$ cat config.mk
export PLATFORM = sky130hd
export DESIGN_NAME = windowed_spike_counter_core_flat
export DESIGN_NICKNAME = d
export VERILOG_FILES = /design/src/hw/rtl/wsc_pkg.sv /design/src/hw/rtl/wsc_tick_if.sv /design/src/hw/rtl/wsc_count_if.sv /design/src/hw/rtl/windowed_spike_counter_core.sv /design/src/hw/rtl/wsc_ram.sv /design/src/hw/rtl/wsc_lanes.sv /design/src/hw/rtl/wsc_emit.sv /design/src/flat_wrapper.sv
export SDC_FILE = /design/constraint.sdc
export NUM_CORES = 2
export LEC_CHECK = 0
export ABC_AREA = 0
export ABC_CLOCK_PERIOD_IN_PS = 8600
export BUFFER_PORTS_ARGS = -buffer_cell sky130_fd_sc_hd__buf_2
export CORE_AREA = 2 2 464 466
export CTS_BUF_LIST = sky130_fd_sc_hd__clkbuf_16
export DETAILED_ROUTE_END_ITERATION = 10
export DIE_AREA = 0 0 466 468
export PLACE_DENSITY = 0.69
export SLEW_MARGIN = 30
export SYNTH_ARGS = -nofsm -noshare
export SYNTH_HDL_FRONTEND = slang
export SYNTH_SLANG_ARGS = --single-unit
$ cat constraint.sdc
create_clock -name clk -period 8.6 [get_ports clk]
set_input_delay 0.43 -clock clk [delete_from_list [all_inputs] [get_ports clk]]
set_output_delay 0.43 -clock clk [all_outputs]
set_load 0.01 [all_outputs]
$ cat src/hw/rtl/wsc_pkg.sv
// ----------------------------------------------------------------------------
// wsc_pkg: shared types and constants of the windowed spike counter
// Sizes of the neuron bank and the spike ring, count width and the control
// bundle that goes from the tick stage to the count lanes.
// ----------------------------------------------------------------------------
package wsc_pkg;

    // Neuron bank and spike ring
    localparam int NEURONS    = 32;
    localparam int WINDOW_MAX = 64;
    localparam int SPIKE_W    = 32;
    localparam int RING_AW    = $clog2(WINDOW_MAX);
    localparam int WIN_W      = $clog2(WINDOW_MAX + 1);
    localparam int IDX_W      = $clog2(NEURONS);

    // Field widths of the channels and the register
    localparam int CFG_W      = 7;
    localparam int COUNT_W    = 7;
    localparam int INDEX_W    = 5;

    localparam logic [CFG_W-1:0]   WINDOW_RESET = CFG_W'(50);
    localparam logic [COUNT_W-1:0] COUNT_MAX    = {COUNT_W{1'b1}};

    typedef logic [COUNT_W-1:0] count_t;
    typedef count_t [NEURONS-1:0] count_vec_t;

    // Commit controls for the count lanes
    typedef struct packed {
        logic commit;
        logic clear;
        logic full;
    } lane_ctl_t;

endpackage

$ cat src/hw/rtl/wsc_tick_if.sv
// ----------------------------------------------------------------------------
// wsc_tick_if: tick request channel
// One spike vector per tick, with the clear flag, under valid/ready.
// ----------------------------------------------------------------------------
interface wsc_tick_if;
    import wsc_pkg::*;

    logic               valid;
    logic               ready;
    logic [SPIKE_W-1:0] spike_vector;
    logic               clear;

    modport source (output valid, spike_vector, clear, input ready);
    modport sink   (input valid, spike_vector, clear, output ready);

endinterface

$ cat src/hw/rtl/wsc_count_if.sv
// ----------------------------------------------------------------------------
// wsc_count_if: count result channel
// One neuron count per request, with the neuron index and a last marker.
// ----------------------------------------------------------------------------
interface wsc_count_if;
    import wsc_pkg::*;

    logic               valid;
    logic               ready;
    logic [INDEX_W-1:0] neuron_index;
    logic [COUNT_W-1:0] window_count;
    logic               last;

    modport source (output valid, neuron_index, window_count, last, input ready);
    modport sink   (input valid, neuron_index, window_count, last, output ready);

endinterface

$ cat src/hw/rtl/windowed_spike_counter_core.sv
// ----------------------------------------------------------------------------
// windowed_spike_counter_core: sliding-window spike counter
// Keeps the last window_length spike vectors in a ring and a running count
// per neuron, and reports every neuron's count after each tick.
// ----------------------------------------------------------------------------
// When a tick is accepted the ring slot is read and position and fill level
// advance at once; the commit stage then drops the leaving row, adds the new
// one to all counts and writes the ring, and waits while the result channel
// is still sending. Every tick yields NEURONS (32) results, one a cycle while
// the sink is ready, so the sustained tick rate is set by the result channel;
// the next tick is taken while the previous counts are still being sent.
// window_length (reset 50, 0 acts as 1, above 64 acts as 64) should only be
// written while no tick is in flight. The ring needs no clearing after reset.
module windowed_spike_counter_core (
    input  logic                      clk,
    input  logic                      rst_n,
    input  logic                      cfg_wr_en,
    input  logic [wsc_pkg::CFG_W-1:0] cfg_wr_data,
    wsc_tick_if.sink                  tick,
    wsc_count_if.source               count
);
    import wsc_pkg::*;

    logic [CFG_W-1:0]   window_length_reg;
    logic [WIN_W-1:0]   win_eff;
    logic [RING_AW-1:0] pos_reg;
    logic [RING_AW-1:0] pos_next;
    logic [WIN_W-1:0]   fill_reg;
    logic [WIN_W-1:0]   fill_next;
    logic [WIN_W-1:0]   fill_base;
    logic [RING_AW-1:0] slot;
    logic [WIN_W-1:0]   slot_plus;
    logic               full;
    logic               accept;

    logic               s2_valid_reg;
    logic               s2_clear_reg;
    logic               s2_full_reg;
    logic [RING_AW-1:0] s2_slot_reg;
    logic [SPIKE_W-1:0] s2_spikes_reg;
    logic               s2_bypass_reg;
    logic [SPIKE_W-1:0] s2_bypass_data_reg;
    logic               s2_adv;
    logic               emit_free;

    logic [SPIKE_W-1:0] ram_rd_data;
    logic [SPIKE_W-1:0] old_row;
    lane_ctl_t          lane_ctl;
    count_vec_t         counts_next;

    // Hold the window length register
    always_ff @(posedge clk or negedge rst_n)
    begin
        if (!rst_n)
        begin
            window_length_reg <= WINDOW_RESET;
        end
        else if (cfg_wr_en)
        begin
            window_length_reg <= cfg_wr_data;
        end
    end

    // Clamp the window to 1..WINDOW_MAX
    always_comb
    begin
        if (window_length_reg == '0)
        begin
            win_eff = WIN_W'(1);
        end
        else if (window_length_reg > CFG_W'(WINDOW_MAX))
        begin
            win_eff = WIN_W'(WINDOW_MAX);
        end
        else
        begin
            win_eff = WIN_W'(window_length_reg);
        end
    end

    // Pick the slot, advance position and fill level
    always_comb
    begin
        if (tick.clear || (WIN_W'(pos_reg) >= win_eff))
        begin
            slot = '0;
        end
        else
        begin
            slot = pos_reg;
        end
        slot_plus = WIN_W'(slot) + WIN_W'(1);
        pos_next  = (slot_plus >= win_eff) ? '0 : RING_AW'(slot_plus);
        fill_base = tick.clear ? '0 : fill_reg;
        full      = (fill_base >= win_eff);
        fill_next = (fill_base < win_eff) ? (fill_base + WIN_W'(1)) : fill_base;
    end

    assign s2_adv     = s2_valid_reg && emit_free;
    assign tick.ready = !s2_valid_reg || emit_free;
    assign accept     = tick.valid && tick.ready;

    always_ff @(posedge clk or negedge rst_n)
    begin
        if (!rst_n)
        begin
            pos_reg      <= '0;
            fill_reg     <= '0;
            s2_valid_reg <= 1'b0;
        end
        else
        begin
            if (accept)
            begin
                pos_reg  <= pos_next;
                fill_reg <= fill_next;
            end
            if (accept)
            begin
                s2_valid_reg <= 1'b1;
            end
            else if (s2_adv)
            begin
                s2_valid_reg <= 1'b0;
            end
        end
    end

    // Capture the request; forward a row written in the same cycle it is read
    always_ff @(posedge clk)
    begin
        if (accept)
        begin
            s2_clear_reg       <= tick.clear;
            s2_full_reg        <= full;
            s2_slot_reg        <= slot;
            s2_spikes_reg      <= tick.spike_vector;
            s2_bypass_reg      <= s2_adv && (s2_slot_reg == slot);
            s2_bypass_data_reg <= s2_spikes_reg;
        end
    end

    wsc_ram #(
        .WIDTH (SPIKE_W),
        .DEPTH (WINDOW_MAX)
    ) u_ring (
        .clk     (clk),
        .wr_en   (s2_adv),
        .wr_addr (s2_slot_reg),
        .wr_data (s2_spikes_reg),
        .rd_en   (accept),
        .rd_addr (slot),
        .rd_data (ram_rd_data)
    );

    assign old_row = s2_bypass_reg ? s2_bypass_data_reg : ram_rd_data;

    assign lane_ctl.commit = s2_adv;
    assign lane_ctl.clear  = s2_clear_reg;
    assign lane_ctl.full   = s2_full_reg;

    wsc_lanes u_lanes (
        .clk         (clk),
        .rst_n       (rst_n),
        .ctl         (lane_ctl),
        .spikes      (s2_spikes_reg),
        .old_row     (old_row),
        .counts_next (counts_next)
    );

    wsc_emit u_emit (
        .clk    (clk),
        .rst_n  (rst_n),
        .load   (s2_adv),
        .counts (counts_next),
        .free   (emit_free),
        .count  (count)
    );

`ifndef NO_ASSERTIONS
    a_s2_holds: assert property (@(posedge clk) disable iff (!rst_n)
        (s2_valid_reg && !s2_adv) |=> (s2_valid_reg && $stable(s2_slot_reg)))
        else $error("stalled tick lost before commit");

    a_pos_in_window: assert property (@(posedge clk) disable iff (!rst_n)
        accept |=> (WIN_W'(pos_reg) < $past(win_eff)))
        else $error("ring position left the window");

    a_no_accept_when_blocked: assert property (@(posedge clk) disable iff (!rst_n)
        (s2_valid_reg && !emit_free) |-> !tick.ready)
        else $error("tick taken while the commit stage is blocked");
`endif

endmodule

$ cat src/hw/rtl/wsc_ram.sv
// ----------------------------------------------------------------------------
// wsc_ram: generic simple dual-port RAM
// One write port and one read port, read data registered on read enable.
// ----------------------------------------------------------------------------
module wsc_ram #(
    parameter int WIDTH = 32,
    parameter int DEPTH = 64
) (
    input  logic                     clk,
    input  logic                     wr_en,
    input  logic [$clog2(DEPTH)-1:0] wr_addr,
    input  logic [WIDTH-1:0]         wr_data,
    input  logic                     rd_en,
    input  logic [$clog2(DEPTH)-1:0] rd_addr,
    output logic [WIDTH-1:0]         rd_data
);

    logic [WIDTH-1:0] mem [DEPTH];
    logic [WIDTH-1:0] rd_data_reg;

    // Write, and read the old contents on a same-address collision
    always_ff @(posedge clk)
    begin
        if (wr_en)
        begin
            mem[wr_addr] <= wr_data;
        end
        if (rd_en)
        begin
            rd_data_reg <= mem[rd_addr];
        end
    end

    assign rd_data = rd_data_reg;

endmodule

$ cat src/hw/rtl/wsc_lanes.sv
// ----------------------------------------------------------------------------
// wsc_lanes: per-neuron window count lanes
// Each lane drops the spike leaving the window and adds the new one, with
// saturation at both ends, all lanes in parallel.
// ----------------------------------------------------------------------------
module wsc_lanes (
    input  logic                        clk,
    input  logic                        rst_n,
    input  wsc_pkg::lane_ctl_t          ctl,
    input  logic [wsc_pkg::SPIKE_W-1:0] spikes,
    input  logic [wsc_pkg::SPIKE_W-1:0] old_row,
    output wsc_pkg::count_vec_t         counts_next
);
    import wsc_pkg::*;

    count_vec_t counts_reg;

    // Compute each lane's count after this tick
    always_comb
    begin
        for (int i = 0; i < NEURONS; i++)
        begin
            count_t c;
            c = ctl.clear ? '0 : counts_reg[i];
            if (i < SPIKE_W)
            begin
                if (ctl.full && old_row[i] && (c != '0))
                begin
                    c = c - COUNT_W'(1);
                end
                if (spikes[i] && (c != COUNT_MAX))
                begin
                    c = c + COUNT_W'(1);
                end
            end
            counts_next[i] = c;
        end
    end

    // Hold the counts until a tick commits
    always_ff @(posedge clk or negedge rst_n)
    begin
        if (!rst_n)
        begin
            counts_reg <= '0;
        end
        else if (ctl.commit)
        begin
            counts_reg <= counts_next;
        end
    end

endmodule

$ cat src/hw/rtl/wsc_emit.sv
// ----------------------------------------------------------------------------
// wsc_emit: count result serializer
// Takes a snapshot of all counts and sends them one neuron per request,
// marking the final neuron with last.
// ----------------------------------------------------------------------------
module wsc_emit (
    input  logic                clk,
    input  logic                rst_n,
    input  logic                load,
    input  wsc_pkg::count_vec_t counts,
    output logic                free,
    wsc_count_if.source         count
);
    import wsc_pkg::*;

    localparam logic [IDX_W-1:0] LAST_IDX = IDX_W'(NEURONS - 1);

    count_vec_t       snap_reg;
    count_vec_t       snap_next;
    logic [IDX_W-1:0] idx_reg;
    logic [IDX_W-1:0] idx_next;
    logic             busy_reg;
    logic             busy_next;
    logic             handshake;
    logic             final_req;

    assign handshake = count.valid && count.ready;
    assign final_req = handshake && (idx_reg == LAST_IDX);
    assign free      = !busy_reg || final_req;

    // Advance through the snapshot on each handshake, reload on load
    always_comb
    begin
        snap_next = snap_reg;
        idx_next  = idx_reg;
        busy_next = busy_reg;
        if (handshake)
        begin
            snap_next = snap_reg >> COUNT_W;
            idx_next  = idx_reg + IDX_W'(1);
            if (final_req)
            begin
                busy_next = 1'b0;
                idx_next  = '0;
            end
        end
        if (load)
        begin
            snap_next = counts;
            idx_next  = '0;
            busy_next = 1'b1;
        end
    end

    always_ff @(posedge clk or negedge rst_n)
    begin
        if (!rst_n)
        begin
            idx_reg  <= '0;
            busy_reg <= 1'b0;
        end
        else
        begin
            idx_reg  <= idx_next;
            busy_reg <= busy_next;
        end
    end

    always_ff @(posedge clk)
    begin
        snap_reg <= snap_next;
    end

    // Drive the result channel
    assign count.valid        = busy_reg;
    assign count.neuron_index = INDEX_W'(idx_reg);
    assign count.window_count = snap_reg[0];
    assign count.last         = (idx_reg == LAST_IDX);

`ifndef NO_ASSERTIONS
    a_load_only_when_free: assert property (@(posedge clk) disable iff (!rst_n)
        load |-> (!busy_reg || final_req))
        else $error("snapshot reloaded while results are pending");

    a_busy_holds: assert property (@(posedge clk) disable iff (!rst_n)
        (busy_reg && !final_req) |=> busy_reg)
        else $error("result burst ended before the final neuron");

    a_idx_zero_on_load: assert property (@(posedge clk) disable iff (!rst_n)
        load |=> (idx_reg == '0))
        else $error("burst does not start at neuron zero");
`endif

endmodule
$ cat src/flat_wrapper.sv
// flat-port wrapper written by rule: the top's interface ports become plain ports
module windowed_spike_counter_core_flat import wsc_pkg::*;
  (clk, rst_n, cfg_wr_en, cfg_wr_data, tick_valid, tick_spike_vector, tick_clear, tick_ready, count_valid, count_neuron_index, count_window_count, count_last, count_ready);
  wsc_tick_if tick_i ();
  wsc_count_if count_i ();
  input  logic clk;
  input  logic rst_n;
  input  logic cfg_wr_en;
  input  logic [wsc_pkg::CFG_W-1:0] cfg_wr_data;
  input wire logic [$bits(tick_i.valid)-1:0] tick_valid;
  input wire logic [$bits(tick_i.spike_vector)-1:0] tick_spike_vector;
  input wire logic [$bits(tick_i.clear)-1:0] tick_clear;
  output wire logic [$bits(tick_i.ready)-1:0] tick_ready;
  output wire logic [$bits(count_i.valid)-1:0] count_valid;
  output wire logic [$bits(count_i.neuron_index)-1:0] count_neuron_index;
  output wire logic [$bits(count_i.window_count)-1:0] count_window_count;
  output wire logic [$bits(count_i.last)-1:0] count_last;
  input wire logic [$bits(count_i.ready)-1:0] count_ready;
  assign tick_i.valid = tick_valid;
  assign tick_i.spike_vector = tick_spike_vector;
  assign tick_i.clear = tick_clear;
  assign tick_ready = tick_i.ready;
  assign count_valid = count_i.valid;
  assign count_neuron_index = count_i.neuron_index;
  assign count_window_count = count_i.window_count;
  assign count_last = count_i.last;
  assign count_i.ready = count_ready;
  windowed_spike_counter_core u_core (.clk(clk), .rst_n(rst_n), .cfg_wr_en(cfg_wr_en), .cfg_wr_data(cfg_wr_data), .tick(tick_i), .count(count_i));
endmodule
==> results.md <==
* Syn_nets at 8597
* PortBufs at 59
* Cell mode on critical path: buf_4
* Register bit count reported by yosys at 2628
* Crit-path slowest cell: a311oi_1
* Critical Path Max Stage Delay at 920 ps
* Global-route wire length before repair at 490 mm
* Setup-failing EPs final at 0
* Storage element area at 77700 um2
* Largest register FFs at 2048
* Nets at 8678
* Dpl hpwl at 207 mm
* Die footprint at 218000 um2
* Via/cell ratio at 6.62
* Number of clock sinks at 2628
* Crit-path leading delay family: compound AO/OA/AOI/OAI gates
* Core box area at 213000 um2
* RePlAce Congestion at 0.899
* Hold slack final at 102 ps
* Leakage at 46.4 nW
* CTS Root Cell: clkbuf_16
* Worst hold path depth at 1
* Setup ws final at 2530 ps
* Hold wc startpoint: tick_clear
* VDD IR-drop max at 0.000252 V
* Worst Tran Pin Value at 1130 ps
* Vias at 76468
* Worst setup path category: reg2reg
* Min Tclk post-route at 6070 ps
* Pre-antenna DRT Iters at 8
* Crit. End Element: register
* Flop-to-flop setup slack at 2530 ps
* Reg2reg end: u_core.u_ring.rd_data[18]$_DFFE_PP_
* Synth cell types at 115
* Clk Latency, worst-skew pair at 950 ps
* Unrepaired setup endpoints after global routing: false
* Share of cells above drive strength 1 at 0.141
* Skew final at 77.2 ps
* Slew headroom at 0.241
* Largest cells by area after synthesis: edfxtp_1 61%, dfrtp_1 5.3%, mux2i_1 3.7%, mux4_2 2.5%, nand2_1 2.3%
* Final hold violation count at 0
* Htree depth at 5
* Status: completed
* Beginning of the worst register-to-register path: u_core.pos_reg[0]$_DFFE_PN0P_
* Fillers at 15688
* Final slew viol count at 0
* WL final at 337 mm
* Most used DFF post-synth: edfxtp_1
* Cell Chain, Critical Path: clkinv_1 -> ha_1 -> nand2b_1 -> a211o_1 -> a211oi_4 -> buf_4 -> nand2_4 -> buf_4 -> buf_4 -> mux2i_1 -> o21ai_0 -> a311oi_1 -> o32ai_1
* Number of global-route vias before repair at 71555
* Most common cell in the netlist: edfxtp_1
* Layout area overhead at 12.2%
* Worst hold path class: in2reg
* CTS Buf Count at 291
* Number of synthesized flops with an enable pin at 2377
* Data arrival at the endpoint of the critical path at 6700 ps
* Most frequent cells after synthesis: 2377 x edfxtp_1, 728 x nand2_1, 519 x nor2_1
* Cell Area, Synth at 117000 um2
* Die width at 466 um
* Largest net degree at the start of global routing at 206
* Crit path launch type: register
* Clock buffer depth at 4
* DRC viols at 0
* I/O pin cnt at 60
* Total Power at 30.6 mW
* Fmax at 0.165 GHz
* Leading area contributor after synthesis: edfxtp_1
* Avg Cell Area, Syn at 13.8 um2
* TNS Setup at 0 ps
* Crit path buffers/inverters at 4
* Yosys top cell area share at 0.612
* R2R cell count at 13
* Clock-pin transition on the worst setup and hold timing paths at 60 ps
* Syn Inst Count at 8432
* Max-Cap Viols at 0
* Post-route ant nets at 0
* Crit share post-route at 0.706
* Avg WL per Cell at 29.2 um
* Starting DRC count in detailed routing at 11274
* Row count at 170
* Total global routing track utilization at 0.304
* Post-Place Worst Slack at 2520 ps
* Critical Path RT at 9230 ps
* Die Y at 468 um
* Area occupied by multi-input gates at 36600 um2
* Worst Hold Path EP: u_core.s2_clear_reg$_DFFE_PP_
* Initial antenna violation count at 23
* GRT overflow at 0
* Starting Density at 0.546
* TritonCTS clock tree: built
* Pwr Density at 234 nW/um2
* Ys Warns at 0
* Crit Path Max Fanout at 44
* Synth async-reset ratio at 0.0955
* Seq/Total Area, Yosys at 0.666
## per-layer routing
metal	share of wire	track usage	vias up
li1	-	-	33066
met4	0.045	0.126	14
met1	0.40	0.442	38039
met3	0.12	0.0751	674
met5	0.00064	0.00395	-
met2	0.43	0.437	4675
## metrics by stage
step           utilization  cell area (um2)  instances
2_1_floorplan            -           117000       8432
3_3_place_gp         0.564           120000      10964
3_5_place_dp         0.569           121000      11004
4_1_cts              0.612           131000      11547
5_1_grt              0.613           131000      11552
6_report             0.613           131000      11558
## final cells by class
| class | count | area share |
|---|---|---|
| inverters | 190 | 0.00561 |
| diodes | 7 | 0.000134 |
| multi-input cells | 5081 | 0.280 |
| flip-flops and latches | 2628 | 0.594 |
| clock inverters | 199 | 0.0106 |
| clock buffers | 294 | 0.0563 |
| well taps | 2838 | 0.0272 |
| repair buffers | 321 | 0.0261 |
## power by group
group,internal (mW),switching (mW)
Sequential,14.1,0.300
Clock,6.72,4.94
Combinational,1.62,2.96
Total,22.4,8.20
## cells in the final DEF (no fill, tap or decap), drive strengths merged, types with 178 or more instances in the layout
cell	count
o21ai	371
buf	271
mux2	179
inv	246
nor3	178
edfxtp	2377
dfrtp	248
nor2	524
nand2	728
a21o	186
clkbuf	294
mux2i	436
a21oi	388
## kinds of logic after synthesis
kind of cell	Yosys count	synth area share
compound gates	2091	0.127
simple gates	2016	0.0805
mux	743	0.0796
buf+inv	723	0.0256
flops	2628	0.666
xor+xnor	111	0.00834
fa+ha+maj	120	0.0129
## how the worst max path moves through the flow
stage	start	cells past startpoint	endpoint
after detailed placement	u_core.pos_reg[0]$_DFFE_PN0P_	13	u_core.u_ring.rd_data[20]$_DFFE_PP_
after global placement	u_core.pos_reg[0]$_DFFE_PN0P_	13	u_core.u_ring.rd_data[4]$_DFFE_PP_
final	u_core.pos_reg[0]$_DFFE_PN0P_	13	u_core.u_ring.rd_data[18]$_DFFE_PP_
after floorplan	u_core.u_emit.count.neuron_index[0]$_DFFE_PN0P_	9	u_core.s2_bypass_data_reg[0]$_DFFE_PP_
after global routing	u_core.pos_reg[0]$_DFFE_PN0P_	19	u_core.pos_reg[1]$_DFFE_PN0P_
after CTS	u_core.pos_reg[0]$_DFFE_PN0P_	13	u_core.u_ring.rd_data[20]$_DFFE_PP_
## repair_timing
action,CTS,global route
hold buffers,50,0
buffers inserted,0,0
gates resized for setup,0,0
endpoints found under the hold margin,122,0
Power figures use the tool's default switching activity.
